--- src/rtl/assert_macros.svh ---
// Assertion macros of the integer parser core.
`ifndef ASSERT_MACROS_SVH
`define ASSERT_MACROS_SVH
`ifndef ASSERT_OFF
// Check a property on every rising edge, skipped while reset is high.
`define AIP_ASSERT(label, clk, rst, prop, msg) \
  label: assert property (@(posedge clk) disable iff (rst) prop) else $error(msg);
// Check a property on every rising edge, reset included.
`define AIP_ASSERT_ALWAYS(label, clk, prop, msg) \
  label: assert property (@(posedge clk) prop) else $error(msg);
`else
`define AIP_ASSERT(label, clk, rst, prop, msg)
`define AIP_ASSERT_ALWAYS(label, clk, prop, msg)
`endif
`endif

--- src/rtl/aip_pkg.sv ---
// Types and constants shared by the integer parser files.
package aip_pkg;

  // Widths of the fixed fields
  localparam int CH_W     = 8;
  localparam int VALUE_W  = 64;
  localparam int POS_W    = 16;
  localparam int STATUS_W = 2;
  localparam int CFG_IDX_W  = 2;
  localparam int CFG_DATA_W = 32;
  localparam int SEP_SLOTS  = 4;

  // Positions saturate at the smaller of max length - 1 and the field limit
  localparam int MAX_LEN = 65536;
  localparam logic [POS_W-1:0] POS_CAP =
    ((MAX_LEN - 1) < 65535) ? POS_W'(MAX_LEN - 1) : POS_W'(65535);

  // Configuration register indexes
  localparam logic [CFG_IDX_W-1:0] CFG_ALLOW_MINUS  = 2'd0;
  localparam logic [CFG_IDX_W-1:0] CFG_SEPARATORS   = 2'd1;
  localparam logic [CFG_IDX_W-1:0] CFG_REQUIRE_FULL = 2'd2;

  // Result status codes
  localparam logic [STATUS_W-1:0] ST_OK       = 2'd0;
  localparam logic [STATUS_W-1:0] ST_NO_DIGIT = 2'd1;
  localparam logic [STATUS_W-1:0] ST_OVERFLOW = 2'd2;
  localparam logic [STATUS_W-1:0] ST_TRAILING = 2'd3;

  // Character codes
  localparam logic [CH_W-1:0] CH_NUL   = 8'h00;
  localparam logic [CH_W-1:0] CH_MINUS = 8'h2D;
  localparam logic [CH_W-1:0] CH_0     = 8'h30;
  localparam logic [CH_W-1:0] CH_9     = 8'h39;
  localparam logic [CH_W-1:0] CH_UA    = 8'h41;
  localparam logic [CH_W-1:0] CH_UF    = 8'h46;
  localparam logic [CH_W-1:0] CH_UX    = 8'h58;
  localparam logic [CH_W-1:0] CH_LA    = 8'h61;
  localparam logic [CH_W-1:0] CH_LF    = 8'h66;
  localparam logic [CH_W-1:0] CH_LX    = 8'h78;

  // Parse phase of the current string
  typedef enum logic [2:0] {
    PH_START,
    PH_NUMSTART,
    PH_ZERO,
    PH_PREFIX,
    PH_DIGITS,
    PH_STOPPED,
    PH_DONE
  } phase_t;

  // Classification and multiply-add of one character
  typedef struct packed {
    logic               is_sep;
    logic               is_digit;
    logic               ovf;
    logic [VALUE_W-1:0] acc_next;
  } digit_res_t;

endpackage

--- src/rtl/aip_cfg_if.sv ---
// Configuration write channel of the integer parser.
interface aip_cfg_if;
  logic                             valid;
  logic                             ready;
  logic [aip_pkg::CFG_IDX_W-1:0]    index;
  logic [aip_pkg::CFG_DATA_W-1:0]   data;

  modport source (output valid, index, data, input ready);
  modport sink   (input valid, index, data, output ready);
endinterface

--- src/rtl/aip_in_if.sv ---
// Character channel of the integer parser.
interface aip_in_if;
  logic                        valid;
  logic                        ready;
  logic [aip_pkg::CH_W-1:0]    ch;
  logic                        last;

  modport source (output valid, ch, last, input ready);
  modport sink   (input valid, ch, last, output ready);
endinterface

--- src/rtl/aip_out_if.sv ---
// Result channel of the integer parser.
interface aip_out_if;
  logic                            valid;
  logic                            ready;
  logic [aip_pkg::STATUS_W-1:0]    status;
  logic [aip_pkg::VALUE_W-1:0]     value;
  logic [aip_pkg::POS_W-1:0]       end_offset;

  modport source (output valid, status, value, end_offset, input ready);
  modport sink   (input valid, status, value, end_offset, output ready);
endinterface

--- src/rtl/aip_digit.sv ---
// Character classifier and radix multiply-add with exact overflow detection.
module aip_digit (
  input  logic [aip_pkg::CH_W-1:0]       ch,
  input  logic                           hex,
  input  logic [aip_pkg::VALUE_W-1:0]    acc,
  input  logic [aip_pkg::CFG_DATA_W-1:0] separators,
  output aip_pkg::digit_res_t            res
);

  localparam int SUM_W = aip_pkg::VALUE_W + 4;

  logic [3:0]       digit;
  logic             is_digit;
  logic             is_sep;
  logic [SUM_W-1:0] acc_wide;
  logic [SUM_W-1:0] sum10;
  logic [SUM_W-1:0] sum16;
  logic [SUM_W-1:0] sum;

  // Match against the separator slots; a zero slot never matches
  always_comb begin
    is_sep = 1'b0;
    for (int i = 0; i < aip_pkg::SEP_SLOTS; i++) begin
      if (separators[i*8 +: 8] != aip_pkg::CH_NUL && separators[i*8 +: 8] == ch) begin
        is_sep = 1'b1;
      end
    end
  end

  // Decode the digit value for the current radix
  always_comb begin
    digit    = 4'd0;
    is_digit = 1'b0;
    if (ch >= aip_pkg::CH_0 && ch <= aip_pkg::CH_9) begin
      digit    = 4'(ch - aip_pkg::CH_0);
      is_digit = 1'b1;
    end else if (hex && ch >= aip_pkg::CH_LA && ch <= aip_pkg::CH_LF) begin
      digit    = 4'(ch - aip_pkg::CH_LA + 8'd10);
      is_digit = 1'b1;
    end else if (hex && ch >= aip_pkg::CH_UA && ch <= aip_pkg::CH_UF) begin
      digit    = 4'(ch - aip_pkg::CH_UA + 8'd10);
      is_digit = 1'b1;
    end
  end

  // Multiply by the radix with shifts, carry the top nibble out for overflow
  assign acc_wide = {4'd0, acc};
  assign sum10    = (acc_wide << 3) + (acc_wide << 1) + {{(SUM_W-4){1'b0}}, digit};
  assign sum16    = {acc, digit};
  assign sum      = hex ? sum16 : sum10;

  assign res.is_sep   = is_sep;
  assign res.is_digit = is_digit;
  assign res.ovf      = |sum[SUM_W-1:aip_pkg::VALUE_W];
  assign res.acc_next = sum[aip_pkg::VALUE_W-1:0];

endmodule

--- src/rtl/ascii_integer_parser_core.sv ---
// Streaming ASCII decimal/hex to 64-bit integer parser, top level.
//
// Characters arrive on the chars channel, one per transfer, with last marking
// the final character of a string. One result per string leaves on the result
// channel: status, value (two's complement when a leading minus was taken)
// and end_offset. Registers are written on the cfg channel, which is always
// ready; write it only while no string is in flight.
// A character passes an input register, then parse logic that updates the
// string state and, on the last character, loads the result register. The
// result register loads when the last character leaves the input register,
// so result valid rises in the cycle after that. Throughput is one character
// per cycle while no last character waits for the result register, set by the
// single multiply-add (shifts and a three-operand 68-bit add) between the
// input register and the state registers.
// While the receiver stalls, characters without last keep flowing; a last
// character waits in the input register until the result register is free.
// Synchronous reset restores allow_minus = 1, no separators, non-strict mode,
// empties both registers and returns the string state to its start.
module ascii_integer_parser_core (
  input  logic             clk,
  input  logic             rst,
  aip_cfg_if.sink          cfg,
  aip_in_if.sink           chars,
  aip_out_if.source        result
);

  // Configuration registers
  logic                           allow_minus;
  logic [aip_pkg::CFG_DATA_W-1:0] separator_chars;
  logic                           require_full_match;

  // Input register
  logic                       s1_valid;
  logic [aip_pkg::CH_W-1:0]   s1_ch;
  logic                       s1_last;
  logic                       s1_fire;

  // String state
  aip_pkg::phase_t            phase, phase_next;
  logic [aip_pkg::VALUE_W-1:0] accumulator, accumulator_next;
  logic                       hex_radix, hex_radix_next;
  logic                       negative_sign, negative_sign_next;
  logic                       digit_seen, digit_seen_next;
  logic                       overflowed, overflowed_next;
  logic [aip_pkg::POS_W-1:0]  char_position, char_position_next;
  logic [aip_pkg::POS_W-1:0]  stop_position, stop_position_next;

  // Result register
  logic                          res_valid;
  logic [aip_pkg::STATUS_W-1:0]  res_status, res_status_next;
  logic [aip_pkg::VALUE_W-1:0]   res_mag, res_mag_next;
  logic                          res_negate, res_negate_next;
  logic [aip_pkg::POS_W-1:0]     res_end, res_end_next;

  // Digit unit inputs and result
  logic                        eff_hex;
  logic [aip_pkg::VALUE_W-1:0] eff_acc;
  aip_pkg::digit_res_t         dig;

  // Take configuration writes at any time
  assign cfg.ready = 1'b1;

  always_ff @(posedge clk) begin
    if (rst) begin
      allow_minus        <= 1'b1;
      separator_chars    <= '0;
      require_full_match <= 1'b0;
    end else if (cfg.valid) begin
      case (cfg.index)
        aip_pkg::CFG_ALLOW_MINUS:  allow_minus        <= cfg.data[0];
        aip_pkg::CFG_SEPARATORS:   separator_chars    <= cfg.data;
        aip_pkg::CFG_REQUIRE_FULL: require_full_match <= cfg.data[0];
        default: ;
      endcase
    end
  end

  // Advance the input register; a last character needs a free result slot
  assign s1_fire     = s1_valid && (!s1_last || !res_valid || result.ready);
  assign chars.ready = !s1_valid || s1_fire;

  always_ff @(posedge clk) begin
    if (rst) begin
      s1_valid <= 1'b0;
    end else if (chars.ready) begin
      s1_valid <= chars.valid;
    end
  end

  always_ff @(posedge clk) begin
    if (chars.ready && chars.valid) begin
      s1_ch   <= chars.ch;
      s1_last <= chars.last;
    end
  end

  // The hex prefix switches radix and restarts the accumulator
  assign eff_hex = hex_radix || (phase == aip_pkg::PH_PREFIX);
  assign eff_acc = (phase == aip_pkg::PH_PREFIX) ? '0 : accumulator;

  aip_digit u_digit (
    .ch         (s1_ch),
    .hex        (eff_hex),
    .acc        (eff_acc),
    .separators (separator_chars),
    .res        (dig)
  );

  // Parse one character and build the result on the last one
  always_comb begin
    logic                      do_run;
    logic                      do_start;
    aip_pkg::phase_t           phase_end;
    logic [aip_pkg::POS_W-1:0] stop_end;
    logic [aip_pkg::POS_W-1:0] pos_inc;

    phase_next         = phase;
    accumulator_next   = accumulator;
    hex_radix_next     = hex_radix;
    negative_sign_next = negative_sign;
    digit_seen_next    = digit_seen;
    overflowed_next    = overflowed;
    stop_position_next = stop_position;
    do_run             = 1'b0;
    do_start           = 1'b0;

    if (phase != aip_pkg::PH_STOPPED && phase != aip_pkg::PH_DONE) begin
      if (s1_ch == aip_pkg::CH_NUL) begin
        if (phase == aip_pkg::PH_PREFIX) begin
          phase_next = aip_pkg::PH_STOPPED;
        end else begin
          stop_position_next = char_position;
          phase_next         = aip_pkg::PH_DONE;
        end
      end else begin
        case (phase)
          aip_pkg::PH_START: begin
            if (allow_minus && s1_ch == aip_pkg::CH_MINUS) begin
              negative_sign_next = 1'b1;
              phase_next         = aip_pkg::PH_NUMSTART;
            end else begin
              do_start = 1'b1;
            end
          end
          aip_pkg::PH_NUMSTART: do_start = 1'b1;
          aip_pkg::PH_ZERO: begin
            if (s1_ch == aip_pkg::CH_LX || s1_ch == aip_pkg::CH_UX) begin
              stop_position_next = char_position;
              phase_next         = aip_pkg::PH_PREFIX;
            end else begin
              phase_next = aip_pkg::PH_DIGITS;
              do_run     = 1'b1;
            end
          end
          aip_pkg::PH_PREFIX: begin
            hex_radix_next   = 1'b1;
            accumulator_next = '0;
            digit_seen_next  = 1'b0;
            phase_next       = aip_pkg::PH_DIGITS;
            do_run           = 1'b1;
          end
          default: do_run = 1'b1;
        endcase

        // Leading zero may open a hex prefix
        if (do_start) begin
          if (s1_ch == aip_pkg::CH_0) begin
            accumulator_next = '0;
            digit_seen_next  = 1'b1;
            phase_next       = aip_pkg::PH_ZERO;
          end else begin
            phase_next = aip_pkg::PH_DIGITS;
            do_run     = 1'b1;
          end
        end

        // Skip separators, stop on a non-digit, accumulate otherwise
        if (do_run && !dig.is_sep) begin
          if (!dig.is_digit) begin
            stop_position_next = char_position;
            phase_next         = aip_pkg::PH_STOPPED;
          end else if (dig.ovf) begin
            overflowed_next = 1'b1;
            phase_next      = aip_pkg::PH_DONE;
          end else begin
            accumulator_next = dig.acc_next;
            digit_seen_next  = 1'b1;
          end
        end
      end
    end

    pos_inc = (char_position < aip_pkg::POS_CAP) ? char_position + 1'b1 : char_position;
    char_position_next = pos_inc;

    // Close an open number at the end of the string
    phase_end = phase_next;
    stop_end  = stop_position_next;
    if (phase_next == aip_pkg::PH_PREFIX) begin
      phase_end = aip_pkg::PH_STOPPED;
    end else if (phase_next != aip_pkg::PH_STOPPED && phase_next != aip_pkg::PH_DONE) begin
      stop_end = pos_inc;
    end

    res_negate_next = 1'b0;
    res_mag_next    = '0;
    if (overflowed_next) begin
      res_status_next = aip_pkg::ST_OVERFLOW;
      res_end_next    = '0;
    end else if (!digit_seen_next) begin
      res_status_next = aip_pkg::ST_NO_DIGIT;
      res_end_next    = '0;
    end else if (require_full_match && phase_end == aip_pkg::PH_STOPPED) begin
      res_status_next = aip_pkg::ST_TRAILING;
      res_end_next    = stop_end;
    end else begin
      res_status_next = aip_pkg::ST_OK;
      res_mag_next    = accumulator_next;
      res_negate_next = negative_sign_next;
      res_end_next    = stop_end;
    end

    // Return the string state to its start after the last character
    if (s1_last) begin
      phase_next         = aip_pkg::PH_START;
      accumulator_next   = '0;
      hex_radix_next     = 1'b0;
      negative_sign_next = 1'b0;
      digit_seen_next    = 1'b0;
      overflowed_next    = 1'b0;
      char_position_next = '0;
      stop_position_next = '0;
    end
  end

  // Update the string state on each character transfer out of the input register
  always_ff @(posedge clk) begin
    if (rst) begin
      phase         <= aip_pkg::PH_START;
      accumulator   <= '0;
      hex_radix     <= 1'b0;
      negative_sign <= 1'b0;
      digit_seen    <= 1'b0;
      overflowed    <= 1'b0;
      char_position <= '0;
      stop_position <= '0;
    end else if (s1_fire) begin
      phase         <= phase_next;
      accumulator   <= accumulator_next;
      hex_radix     <= hex_radix_next;
      negative_sign <= negative_sign_next;
      digit_seen    <= digit_seen_next;
      overflowed    <= overflowed_next;
      char_position <= char_position_next;
      stop_position <= stop_position_next;
    end
  end

  // Hold the result until the receiver takes it
  always_ff @(posedge clk) begin
    if (rst) begin
      res_valid <= 1'b0;
    end else if (s1_fire && s1_last) begin
      res_valid <= 1'b1;
    end else if (result.ready) begin
      res_valid <= 1'b0;
    end
  end

  always_ff @(posedge clk) begin
    if (s1_fire && s1_last) begin
      res_status <= res_status_next;
      res_mag    <= res_mag_next;
      res_negate <= res_negate_next;
      res_end    <= res_end_next;
    end
  end

  // Negate at the output with two's-complement wrap
  assign result.valid      = res_valid;
  assign result.status     = res_status;
  assign result.value      = res_negate ? ('0 - res_mag) : res_mag;
  assign result.end_offset = res_end;

`include "assert_macros.svh"

  `AIP_ASSERT(a_last_loads_result, clk, rst,
    (s1_fire && s1_last) |=> res_valid,
    "last character did not load a result")
  `AIP_ASSERT(a_state_cleared, clk, rst,
    (s1_fire && s1_last) |=> (phase == aip_pkg::PH_START &&
      char_position == '0 && accumulator == '0),
    "string state not cleared after last character")
  `AIP_ASSERT(a_error_value_zero, clk, rst,
    (res_valid && res_status != aip_pkg::ST_OK) |-> (res_mag == '0),
    "error result carries a nonzero value")
  `AIP_ASSERT(a_error_end_zero, clk, rst,
    (res_valid && (res_status == aip_pkg::ST_OVERFLOW ||
      res_status == aip_pkg::ST_NO_DIGIT)) |-> (res_end == '0),
    "error result carries a nonzero offset")
  `AIP_ASSERT(a_stage_holds, clk, rst,
    (s1_valid && !s1_fire) |=> (s1_valid && $stable(s1_ch) && $stable(s1_last)),
    "waiting character lost")

endmodule

--- src/flat_wrapper.sv ---
// flat-port wrapper written by rule: the top's interface ports become plain ports
module ascii_integer_parser_core_flat 
  (clk, rst, cfg_valid, cfg_index, cfg_data, cfg_ready, chars_valid, chars_ch, chars_last, chars_ready, result_valid, result_status, result_value, result_end_offset, result_ready);
  aip_cfg_if cfg_i ();
  aip_in_if chars_i ();
  aip_out_if result_i ();
  input  logic clk;
  input  logic rst;
  input wire logic [$bits(cfg_i.valid)-1:0] cfg_valid;
  input wire logic [$bits(cfg_i.index)-1:0] cfg_index;
  input wire logic [$bits(cfg_i.data)-1:0] cfg_data;
  output wire logic [$bits(cfg_i.ready)-1:0] cfg_ready;
  input wire logic [$bits(chars_i.valid)-1:0] chars_valid;
  input wire logic [$bits(chars_i.ch)-1:0] chars_ch;
  input wire logic [$bits(chars_i.last)-1:0] chars_last;
  output wire logic [$bits(chars_i.ready)-1:0] chars_ready;
  output wire logic [$bits(result_i.valid)-1:0] result_valid;
  output wire logic [$bits(result_i.status)-1:0] result_status;
  output wire logic [$bits(result_i.value)-1:0] result_value;
  output wire logic [$bits(result_i.end_offset)-1:0] result_end_offset;
  input wire logic [$bits(result_i.ready)-1:0] result_ready;
  assign cfg_i.valid = cfg_valid;
  assign cfg_i.index = cfg_index;
  assign cfg_i.data = cfg_data;
  assign cfg_ready = cfg_i.ready;
  assign chars_i.valid = chars_valid;
  assign chars_i.ch = chars_ch;
  assign chars_i.last = chars_last;
  assign chars_ready = chars_i.ready;
  assign result_valid = result_i.valid;
  assign result_status = result_i.status;
  assign result_value = result_i.value;
  assign result_end_offset = result_i.end_offset;
  assign result_i.ready = result_ready;
  ascii_integer_parser_core u_core (.clk(clk), .rst(rst), .cfg(cfg_i), .chars(chars_i), .result(result_i));
endmodule
--- config.mk ---
export PLATFORM = sky130hd
export DESIGN_NAME = ascii_integer_parser_core_flat
export DESIGN_NICKNAME = d
export VERILOG_FILES = /design/src/rtl/aip_pkg.sv /design/src/rtl/aip_cfg_if.sv /design/src/rtl/aip_in_if.sv /design/src/rtl/aip_out_if.sv /design/src/rtl/aip_digit.sv /design/src/rtl/ascii_integer_parser_core.sv /design/src/flat_wrapper.sv
export VERILOG_INCLUDE_DIRS = /design/src /design/src/rtl
export SDC_FILE = /design/constraint.sdc
export NUM_CORES = 1
export LEC_CHECK = 0
export CORE_MARGIN = 2
export CORE_UTILIZATION = 56
export DETAILED_ROUTE_END_ITERATION = 8
export DONT_BUFFER_PORTS = 1
export MAX_ROUTING_LAYER = met4
export PLACE_DENSITY = 0.75
export SLEW_MARGIN = 20
export SYNTH_ARGS = -nofsm -noshare
export SYNTH_HDL_FRONTEND = slang
export SYNTH_HIERARCHICAL = 1
export SYNTH_SLANG_ARGS = --single-unit
--- constraint.sdc ---
create_clock -name clk -period 7.8 [get_ports clk]
set_input_delay 0.39 -clock clk [delete_from_list [all_inputs] [get_ports clk]]
set_output_delay 0.39 -clock clk [all_outputs]
set_load 0.01 [all_outputs]
==> out/summary.txt, run 1 <==
status - complete, no violations
pre-CTS setup slack - 528 ps
RD Place Congestion - 0.933
Core ar. - 0.0298 mm2
Crit path largest cell delay - 530 ps
Synth Cell Area - 0.0170 mm2
cell mode on critical path - o21ai_0
sequential area share after synthesis - 0.326
fin util - 0.620
Post-Synthesis Mean Instance Area - 8.28 um2
Clock transition at path regs - 60 ps
detailed placement HPWL - 28900 um
ys async rst share - 0
H-tree depth - 1
setup ws final - 615 ps
fillcell total - 2544
First-pass DRT Iterations - 6
worst relative slew slack - 0.294
initial antenna violation count - 0
Synth top cells by count - 229 x nor2_1, 212 x nand2_1, 158 x a22oi_1
total grt overflow - 0
f_max - 139 MHz
Die H - 178 um
CP max-delay cell - fa_1
maximum clock path buffer count - 3
largest cells by area after synthesis - dfxtp_1 16%, edfxtp_1 16%, ha_1 9.7%, a22oi_1 7.0%, xnor2_1 5.9%
Final period util - 0.921
total number of vias - 14948
Setup CP Type - flop to flop
nets@finish - 2183
post-route antenna net violation count - 0
I/O pin cnt - 133
CP arrival - 7600 ps
Post-synth EDFFs - 92
Pwr per Cell Area - 146 mW/mm2
worst reg2reg setup slack - 610 ps
Chip Width - 178 um
final wirelength - 42400 um
Wirelength per Cell - 17.6 um
Yosys reg bits - 231
CTS Root Cell - clkbuf_16
crit path max fanout - 64
yosys warns - 6
total negative slack - 0 ps
max-slew violations - 0
smallest hold slack - 19.1 ps
1st-iter DRT viols - 1310
first-pass GRT wire length - 70000 um
Max-cap violations - 0
top-count cell post-synth - nor2_1
Leakage - 7.13 nW
CP Capture Type - flop
num rows - 63
# setup viols final - 0
largest net degree at the start of global routing - 137
Syn-to-layout area delta - 8.58%
die area - 0.0318 mm2
Port Buffer Count - 0
CTS sink count - 231
Synth Net Count - 2237
WP data required - 8210 ps
RSZ-0062 raised after global routing - no
Yosys top cell area share - 0.164
maximum VDD drop - 0.195 mV
Slew @ Worst Pin - 1050 ps
area leader, netlist - dfxtp_1
final worst path period need - 7190 ps
post-synth cell types - 84
CTS Buf Count - 25
initial cell density of the core - 0.571
ys flop type - dfxtp_1
Worst Setup Start Kind - flop
vias in the first global route - 14312
DRC - 0
CTS tree - built
Hold Path Class - input port to flop
worst skew pair latency - 540 ps
Final Skew - 7.73 ps
fraction of layout cells with a size suffix above 1 - 0.0564
Synth Instances - 2055
vias per cell - 6.20
Total Routing Usage GR - 0.273
Final Hold Fails - 0
power breakdown:
group,internal (mW),switching [mW]
clock,0.772,0.492
combinational,0.0497,0.0880
sequential,1.27,0.0208
what timing repair did:
item	in CTS	in global routing
hold endpoints to repair	145	0
setup buffers	0	3
setup endpoints to repair	0	44
resized for setup	0	1
hold buffers	39	0
stage by stage:
| stage | cells | total power [mW] | area (um2) |
|---|---|---|---|
| 4_1_cts | 2405 | 2.70 | 18400 |
| 6_report | 2411 | 2.69 | 18500 |
| 3_5_place_dp | 2320 | 1.42 | 17100 |
| 3_3_place_gp | 2320 | 1.41 | 17100 |
| 5_1_grt | 2410 | 2.77 | 18500 |
| 2_1_floorplan | 2055 | 1.40 | 17000 |
state kept, by name, indices dropped and copies added (netlist names), 2 cells and up:
| register | count |
|---|---|
| u_core/separator_chars | 32 |
| u_core/result.end_offset | 16 |
| u_core/stop_position | 16 |
| u_core/result.status | 2 |
| u_core/s1_ch | 8 |
| u_core/phase | 3 |
| u_core/res_mag | 64 |
| u_core/accumulator | 64 |
| u_core/char_position | 16 |
metal layers:
metal	wire [um]	track usage
met5	0	-
met4	976	0.0674
met2	19300	0.439
met1	19400	0.362
met3	2740	0.0409
cell type report:
| cell class | count | area (um2) | area share |
|---|---|---|---|
| diodes | 1 | 2.50 | 0.000136 |
| well taps | 390 | 488 | 0.0264 |
| clock buffers | 39 | 761 | 0.0412 |
| multi-input cells | 1643 | 10800 | 0.585 |
| flip-flops and latches | 231 | 5550 | 0.300 |
| clock inverters | 7 | 125 | 0.00678 |
| inverters | 38 | 143 | 0.00772 |
| repair buffers | 62 | 608 | 0.0329 |
critical path: cells and delay by family, from the launching register on:
kind            cells  cell delay, ps
compound gates     16            3290
simple gates        7            1420
fa+ha+maj           3            1180
flops               1             500
buf+inv             2             440
xor+xnor            1             160
final timing paths:
| kind | from | endpoint | cells after the start |
|---|---|---|---|
| min | cfg_data[14] | u_core/separator_chars[14] | 2 |
| max reg2reg | u_core/s1_ch[0] | u_core/accumulator[10] | 29 |
| max | u_core/s1_ch[0] | u_core/accumulator[10] | 29 |
| min reg2reg | u_core/separator_chars[20] | u_core/separator_chars[20] | 2 |
layout by cell type, fill, tap and decap left out, types with 44 or more instances in the layout:
cell | synthesis | layout
a21oi_1 | 136 | 136
nand2_1 | 212 | 212
dfxtp_1 | 139 | 139
a22oi_1 | 158 | 158
edfxtp_1 | 92 | 92
and2_1 | 72 | 71
nor2_1 | 229 | 228
xor2_1 | 44 | 44
o21ai_0 | 140 | 138
ha_1 | 132 | 132
xnor2_1 | 114 | 114
logic make-up (layout without fill, tap and decap cells):
kind of cell / count (synthesis) / count (layout) / synth area share
flip-flops: 231 / 231 / 0.326
multiplexers: 14 / 14 / 0.00868
buffers and inverters: 181 / 146 / 0.0416
other: 1 / 2 / 0.000220
adder cells (fa/ha/maj): 134 / 134 / 0.0995
XOR/XNOR: 158 / 158 / 0.0814
AND/OR/NAND/NOR: 711 / 711 / 0.199
AO/OA/AOI/OAI: 625 / 625 / 0.243
Power figures use the tool's default switching activity.
==> run 2: changes to the inputs <==
--- a/config.mk
+++ b/config.mk
@@ -8,6 +8,7 @@
 export LEC_CHECK = 0
 export CORE_MARGIN = 2
 export CORE_UTILIZATION = 56
+export CTS_BUF_LIST = sky130_fd_sc_hd__clkbuf_2
 export DETAILED_ROUTE_END_ITERATION = 8
 export DONT_BUFFER_PORTS = 1
 export MAX_ROUTING_LAYER = met4
==> out/summary.txt, run 2 (synthesis results as in run 1) <==
Buf+Inv Stages, Crit Path - 4
Final Hold Fails - 0
1st-iter DRT viols - 1326
crit path launch - u_core/s1_ch[0]
Chip Width - 178 um
cell depth of the worst setup path - 31
commonest non-fill, non-tap cell in the layout - nor2_1
multi-input logic area - 0.0108 mm2
Setup CP Type - flop to flop
Crit path largest cell delay - 590 ps
Placed Cells - 2320
# setup viols final - 0
max-slew violations - 0
die area - 0.0318 mm2
Wirelength per Cell - 17.0 um
worst skew pair latency - 900 ps
Pwr per Cell Area - 123 mW/mm2
maximum clock path buffer count - 3
DRC - 0
Reg2Reg Depth - 31
worst relative slew slack - 0.327
maximum VDD drop - 0.139 mV
fraction of layout cells with a size suffix above 1 - 0.0832
placed inst area - 0.0171 mm2
f_max - 136 MHz
Die H - 178 um
detailed placement HPWL - 28900 um
Clock transition at path regs - 130 ps
final worst path period need - 7360 ps
biggest regs - u_core/accumulator x64, u_core/res_mag x64, u_core/separator_chars x32
RD Place Congestion - 0.933
worst reg2reg setup slack - 440 ps
final instance area - 0.0182 mm2
fin cells - 2483
largest net degree at the start of global routing - 138
commonest non-fill, non-tap cells in the layout - 228 x nor2_1, 212 x nand2_1, 158 x a22oi_1
fillcell total - 2602
Crit Reg-Reg Endpoint - u_core/accumulator[7]
Leakage - 7.16 nW
largest delay contributor family on the critical path - compound AO/OA/AOI/OAI gates
I/O pin cnt - 133
CP arrival - 8150 ps
total number of vias - 15177
first-pass GRT wire length - 70000 um
Slew @ Worst Pin - 1010 ps
CTS sink count - 231
Reg area - 0.00555 mm2
smallest hold slack - 112 ps
CTS Buf Count - 58
First-pass DRT Iterations - 5
Final period util - 0.944
post-route antenna net violation count - 0
Crit Reg-Reg Startpoint - u_core/s1_ch[0]
CTS tree - built
status - complete, no violations
Port Buffer Count - 0
Max-cap violations - 0
Hold Path Class - input port to flop
nets@finish - 2227
initial antenna violation count - 1
Critical Path End - u_core/accumulator[7]
WP data required - 8580 ps
Total Routing Usage GR - 0.273
final wirelength - 42300 um
vias in the first global route - 14519
Final Skew - 123 ps
total grt overflow - 0
CP max-delay cell - fa_1
vias per cell - 6.11
initial cell density of the core - 0.571
CP Capture Type - flop
Syn-to-layout area delta - 7.12%
Core ar. - 0.0298 mm2
CTS Root Cell - clkbuf_2
H-tree depth - 2
crit path max fanout - 64
Worst Setup Start Kind - flop
num rows - 63
## run 2: cell types whose count changed in the layout (fill, tap and decap cells not counted), sizes merged
cell         previous run  this run
bufinv                  3         0
clkbuf                 39        93
clkinv                  3        13
diode                   1         2
dlygate4sd3            38        49
inv                    39        38
## run 2: metal layers
metal / wire length, um / global-route usage / up-vias
met5: 0 / - / -
met4: 642 / 0.0732 / 0
met3: 2690 / 0.0501 / 64
met2: 19700 / 0.437 / 491
met1: 19300 / 0.357 / 7152
li1: - / - / 7470
## run 2: area by class of cell
class | count | area share
diodes | 2 | 0.000275
clock buffers | 93 | 0.0255
clock inverters | 13 | 0.00336
inverters | 38 | 0.00783
multi-input cells | 1643 | 0.593
flip-flops and latches | 231 | 0.304
well taps | 390 | 0.0268
repair buffers | 73 | 0.0392
## run 2: report_power, final
group	switching, mW	internal (mW)	leakage, nW	total, mW
Sequential	0.0205	1.27	2.08	1.29
Combinational	0.0887	0.0525	4.66	0.141
Clock	0.493	0.316	0.416	0.809
Total	0.602	1.63	7.16	2.24
## run 2: worst min-delay path by stage
stage | depth (start not counted) | slack (ps) | endpoint | startpoint
after floorplan | 2 | 430 | u_core/hex_radix | u_core/hex_radix
after global placement | 2 | 460 | u_core/negative_sign | u_core/negative_sign
after detailed placement | 2 | 460 | u_core/separator_chars[5] | u_core/separator_chars[5]
after CTS | 1 | 60 | u_core/s1_ch[5] | chars_ch[5]
after global routing | 1 | 50 | u_core/s1_ch[6] | chars_ch[6]
final | 1 | 110 | u_core/s1_ch[2] | chars_ch[2]
## run 2: per-stage QoR
stage               setup TNS (ps)  utilization  total power [mW]  worst slack, ps
detailed placement               0        0.575              1.42              528
floorplan                        0            -              1.40             1500
CTS                              0        0.610              2.25             53.2
global route                 -4.19        0.611              2.33            -4.19
global placement                 0        0.575              1.41              885
finish                           0        0.611              2.24              437
## run 2: repair_timing
item                       in CTS  in global routing
setup endpoints to repair       0                 72
hold endpoints to repair      157                  0
hold buffers                   50                  0
setup buffers                   0                  4
gates resized for setup         0                  3
==> run 3: changes to the inputs <==
--- a/config.mk
+++ b/config.mk
@@ -6,6 +6,7 @@
 export SDC_FILE = /design/constraint.sdc
 export NUM_CORES = 1
 export LEC_CHECK = 0
+export ABC_AREA = 1
 export CORE_MARGIN = 2
 export CORE_UTILIZATION = 56
 export CTS_BUF_LIST = sky130_fd_sc_hd__clkbuf_2
==> out/summary.txt, run 3 <==
final worst path period need - 7200 ps
crit path max fanout - 65
area leader, netlist - nand2_1
global routing usage on met2 - 0.512
post-route antenna net violation count - 0
CTS tree - built
die area - 0.0400 mm2
f_max - 139 MHz
fin util - 0.615
RD Place Congestion - 1.07
biggest regs - u_core/accumulator x64, u_core/res_mag x64, u_core/separator_chars x32
Total Routing Usage GR - 0.366
maximum clock path buffer count - 3
worst relative slew slack - 0.180
total negative slack - 0 ps
CTS Root Cell - clkbuf_2
met1 Use GR - 0.537
Wirelength per Cell - 17.8 um
first-pass GRT wire length - 112000 um
Synth Instances - 3466
Clock transition at path regs - 130 ps
Setup CP Type - flop to flop
max-slew violations - 0
Buf+Inv Stages, Crit Path - 5
Synth top cells by count - 964 x nand2_1, 427 x inv_1, 373 x nor2_1
Post-Synthesis Mean Instance Area - 6.20 um2
Worst Setup Start Kind - flop
CTS sink count - 231
nets@finish - 3679
yosys warns - 6
First-pass DRT Iterations - 6
final instance area - 0.0232 mm2
CTS Buf Count - 59
Synth Net Count - 3648
DRC - 0
final wirelength - 72200 um
Chip Width - 200 um
RSZ-0062 raised after global routing - no
Max-cap violations - 0
status - complete, no violations
Post-synth EDFFs - 92
Synth Cell Area - 0.0215 mm2
vias per cell - 5.76
initial antenna violation count - 1
Placed Cells - 3853
Slew @ Worst Pin - 1230 ps
H-tree depth - 2
vias in the first global route - 20989
cell mode on critical path - nand2_1
Pwr per Cell Area - 104 mW/mm2
Final Hold Fails - 0
total number of vias - 23398
post-CTS setup buffers - 0
fraction of layout cells with a size suffix above 1 - 0.0939
Final Skew - 146 ps
Hold Path Class - input port to flop
Syn-to-layout area delta - 7.96%
placed inst area - 0.0217 mm2
Port Buffer Count - 0
grt peak-use layer - met1
maximum VDD drop - 0.129 mV
Die H - 200 um
largest cells by area after synthesis - nand2_1 17%, dfxtp_1 13%, edfxtp_1 13%, ha_1 7.7%, inv_1 7.5%
fin cells - 4059
I/O pin cnt - 133
Final period util - 0.923
ys flop type - dfxtp_1
Leakage - 10.6 nW
largest net degree at the start of global routing - 104
# setup viols final - 0
Core ar. - 0.0378 mm2
ys async rst share - 0
total grt overflow - 0
CP Capture Type - flop
largest delay contributor family on the critical path - simple AND/OR/NAND/NOR gates
Yosys reg bits - 231
sequential area share after synthesis - 0.258
num rows - 71
commonest non-fill, non-tap cells in the layout - 962 x nand2_1, 423 x inv_1, 370 x nor2_1
post-synth cell types - 57
commonest non-fill, non-tap cell in the layout - nand2_1
CP max-delay cell - nor2_2
Crit path largest cell delay - 750 ps
worst skew pair latency - 1060 ps
1st-iter DRT viols - 2957
Yosys top cell area share - 0.168
top-count cell post-synth - nand2_1
CP arrival - 7940 ps
WP data required - 8540 ps
initial cell density of the core - 0.569
GR Layer Usage met3 - 0.0615
detailed placement HPWL - 52900 um
## run 3: cell types whose count changed after synthesis, sizes merged, moves of 22 or more
cell	change
o31ai	-22
buf	+27
nand2	+787
nand3	+285
inv	+431
nor2	+232
xnor2	-76
a21oi	+74
a22oi	-157
and2	-75
a21o	-36
o21ai	-28
nand4	+78
clkbuf	-30
## run 3: metrics by stage
stage	hold slack, ps	worst slack, ps	power, mW
floorplan	433	3170	1.51
global placement	444	1040	1.54
detailed placement	449	819	1.55
CTS	46.1	703	2.41
global route	85.4	118	2.52
finish	119	601	2.42
## run 3: cell families (layout without fill, tap and decap cells)
kind of cell,Yosys count,after routing,share of synthesized area
AND/OR/NAND/NOR,1998,1998,0.413
buffers and inverters,612,692,0.112
AO/OA/AOI/OAI,395,395,0.0997
flip-flops,231,231,0.258
adder cells (fa/ha/maj),134,134,0.0787
XOR/XNOR,94,94,0.0383
other,1,3,0.000174
multiplexers,1,1,0.000466
## run 3: worst paths after layout
check	from	endpoint	slack (ps)	cells past startpoint
worst max register to register	u_core/s1_ch[0]	u_core/res_mag[3]	600	34
worst min register to register	u_core/stop_position[4]	u_core/stop_position[4]	470	2
worst max-delay path	u_core/s1_ch[0]	u_core/res_mag[3]	600	34
worst min-delay path	cfg_data[0]	u_core/separator_chars[0]	120	3
## run 3: layout make-up
| type | count | area, um2 |
|---|---|---|
| Fill cell | 3630 | 14500 |
| Multi-Input combinational cell | 2623 | 13600 |
| Sequential cell | 231 | 5550 |
| Inverter | 472 | 1770 |
| Timing Repair Buffer | 110 | 1100 |
| Tap cell | 511 | 639 |
| Clock buffer | 86 | 430 |
| Clock inverter | 24 | 106 |
| Antenna cell | 2 | 5.00 |
## run 3: power breakdown
| group | internal, mW | switching (mW) |
|---|---|---|
| registers | 1.28 | 0.0348 |
| clock network | 0.302 | 0.529 |
| logic | 0.0926 | 0.179 |
## run 3: layer usage
layer,share of wire,vias up
met3,0.11,128
met4,0.024,0
met1,0.45,10677
met2,0.41,1304
met5,0,-
li1,-,11289
## run 3: what timing repair did
action,CTS,global route
hold buffers,93,0
resized for setup,0,0
endpoints found under the hold margin,156,0
## run 3: worst register-to-register path, delay by kind of cell, from the launching register on
family          cells  cell delay (ps)
compound gates      4              930
fa+ha+maj           4             1080
buf+inv             5              910
flops               1              570
simple gates       21             3420
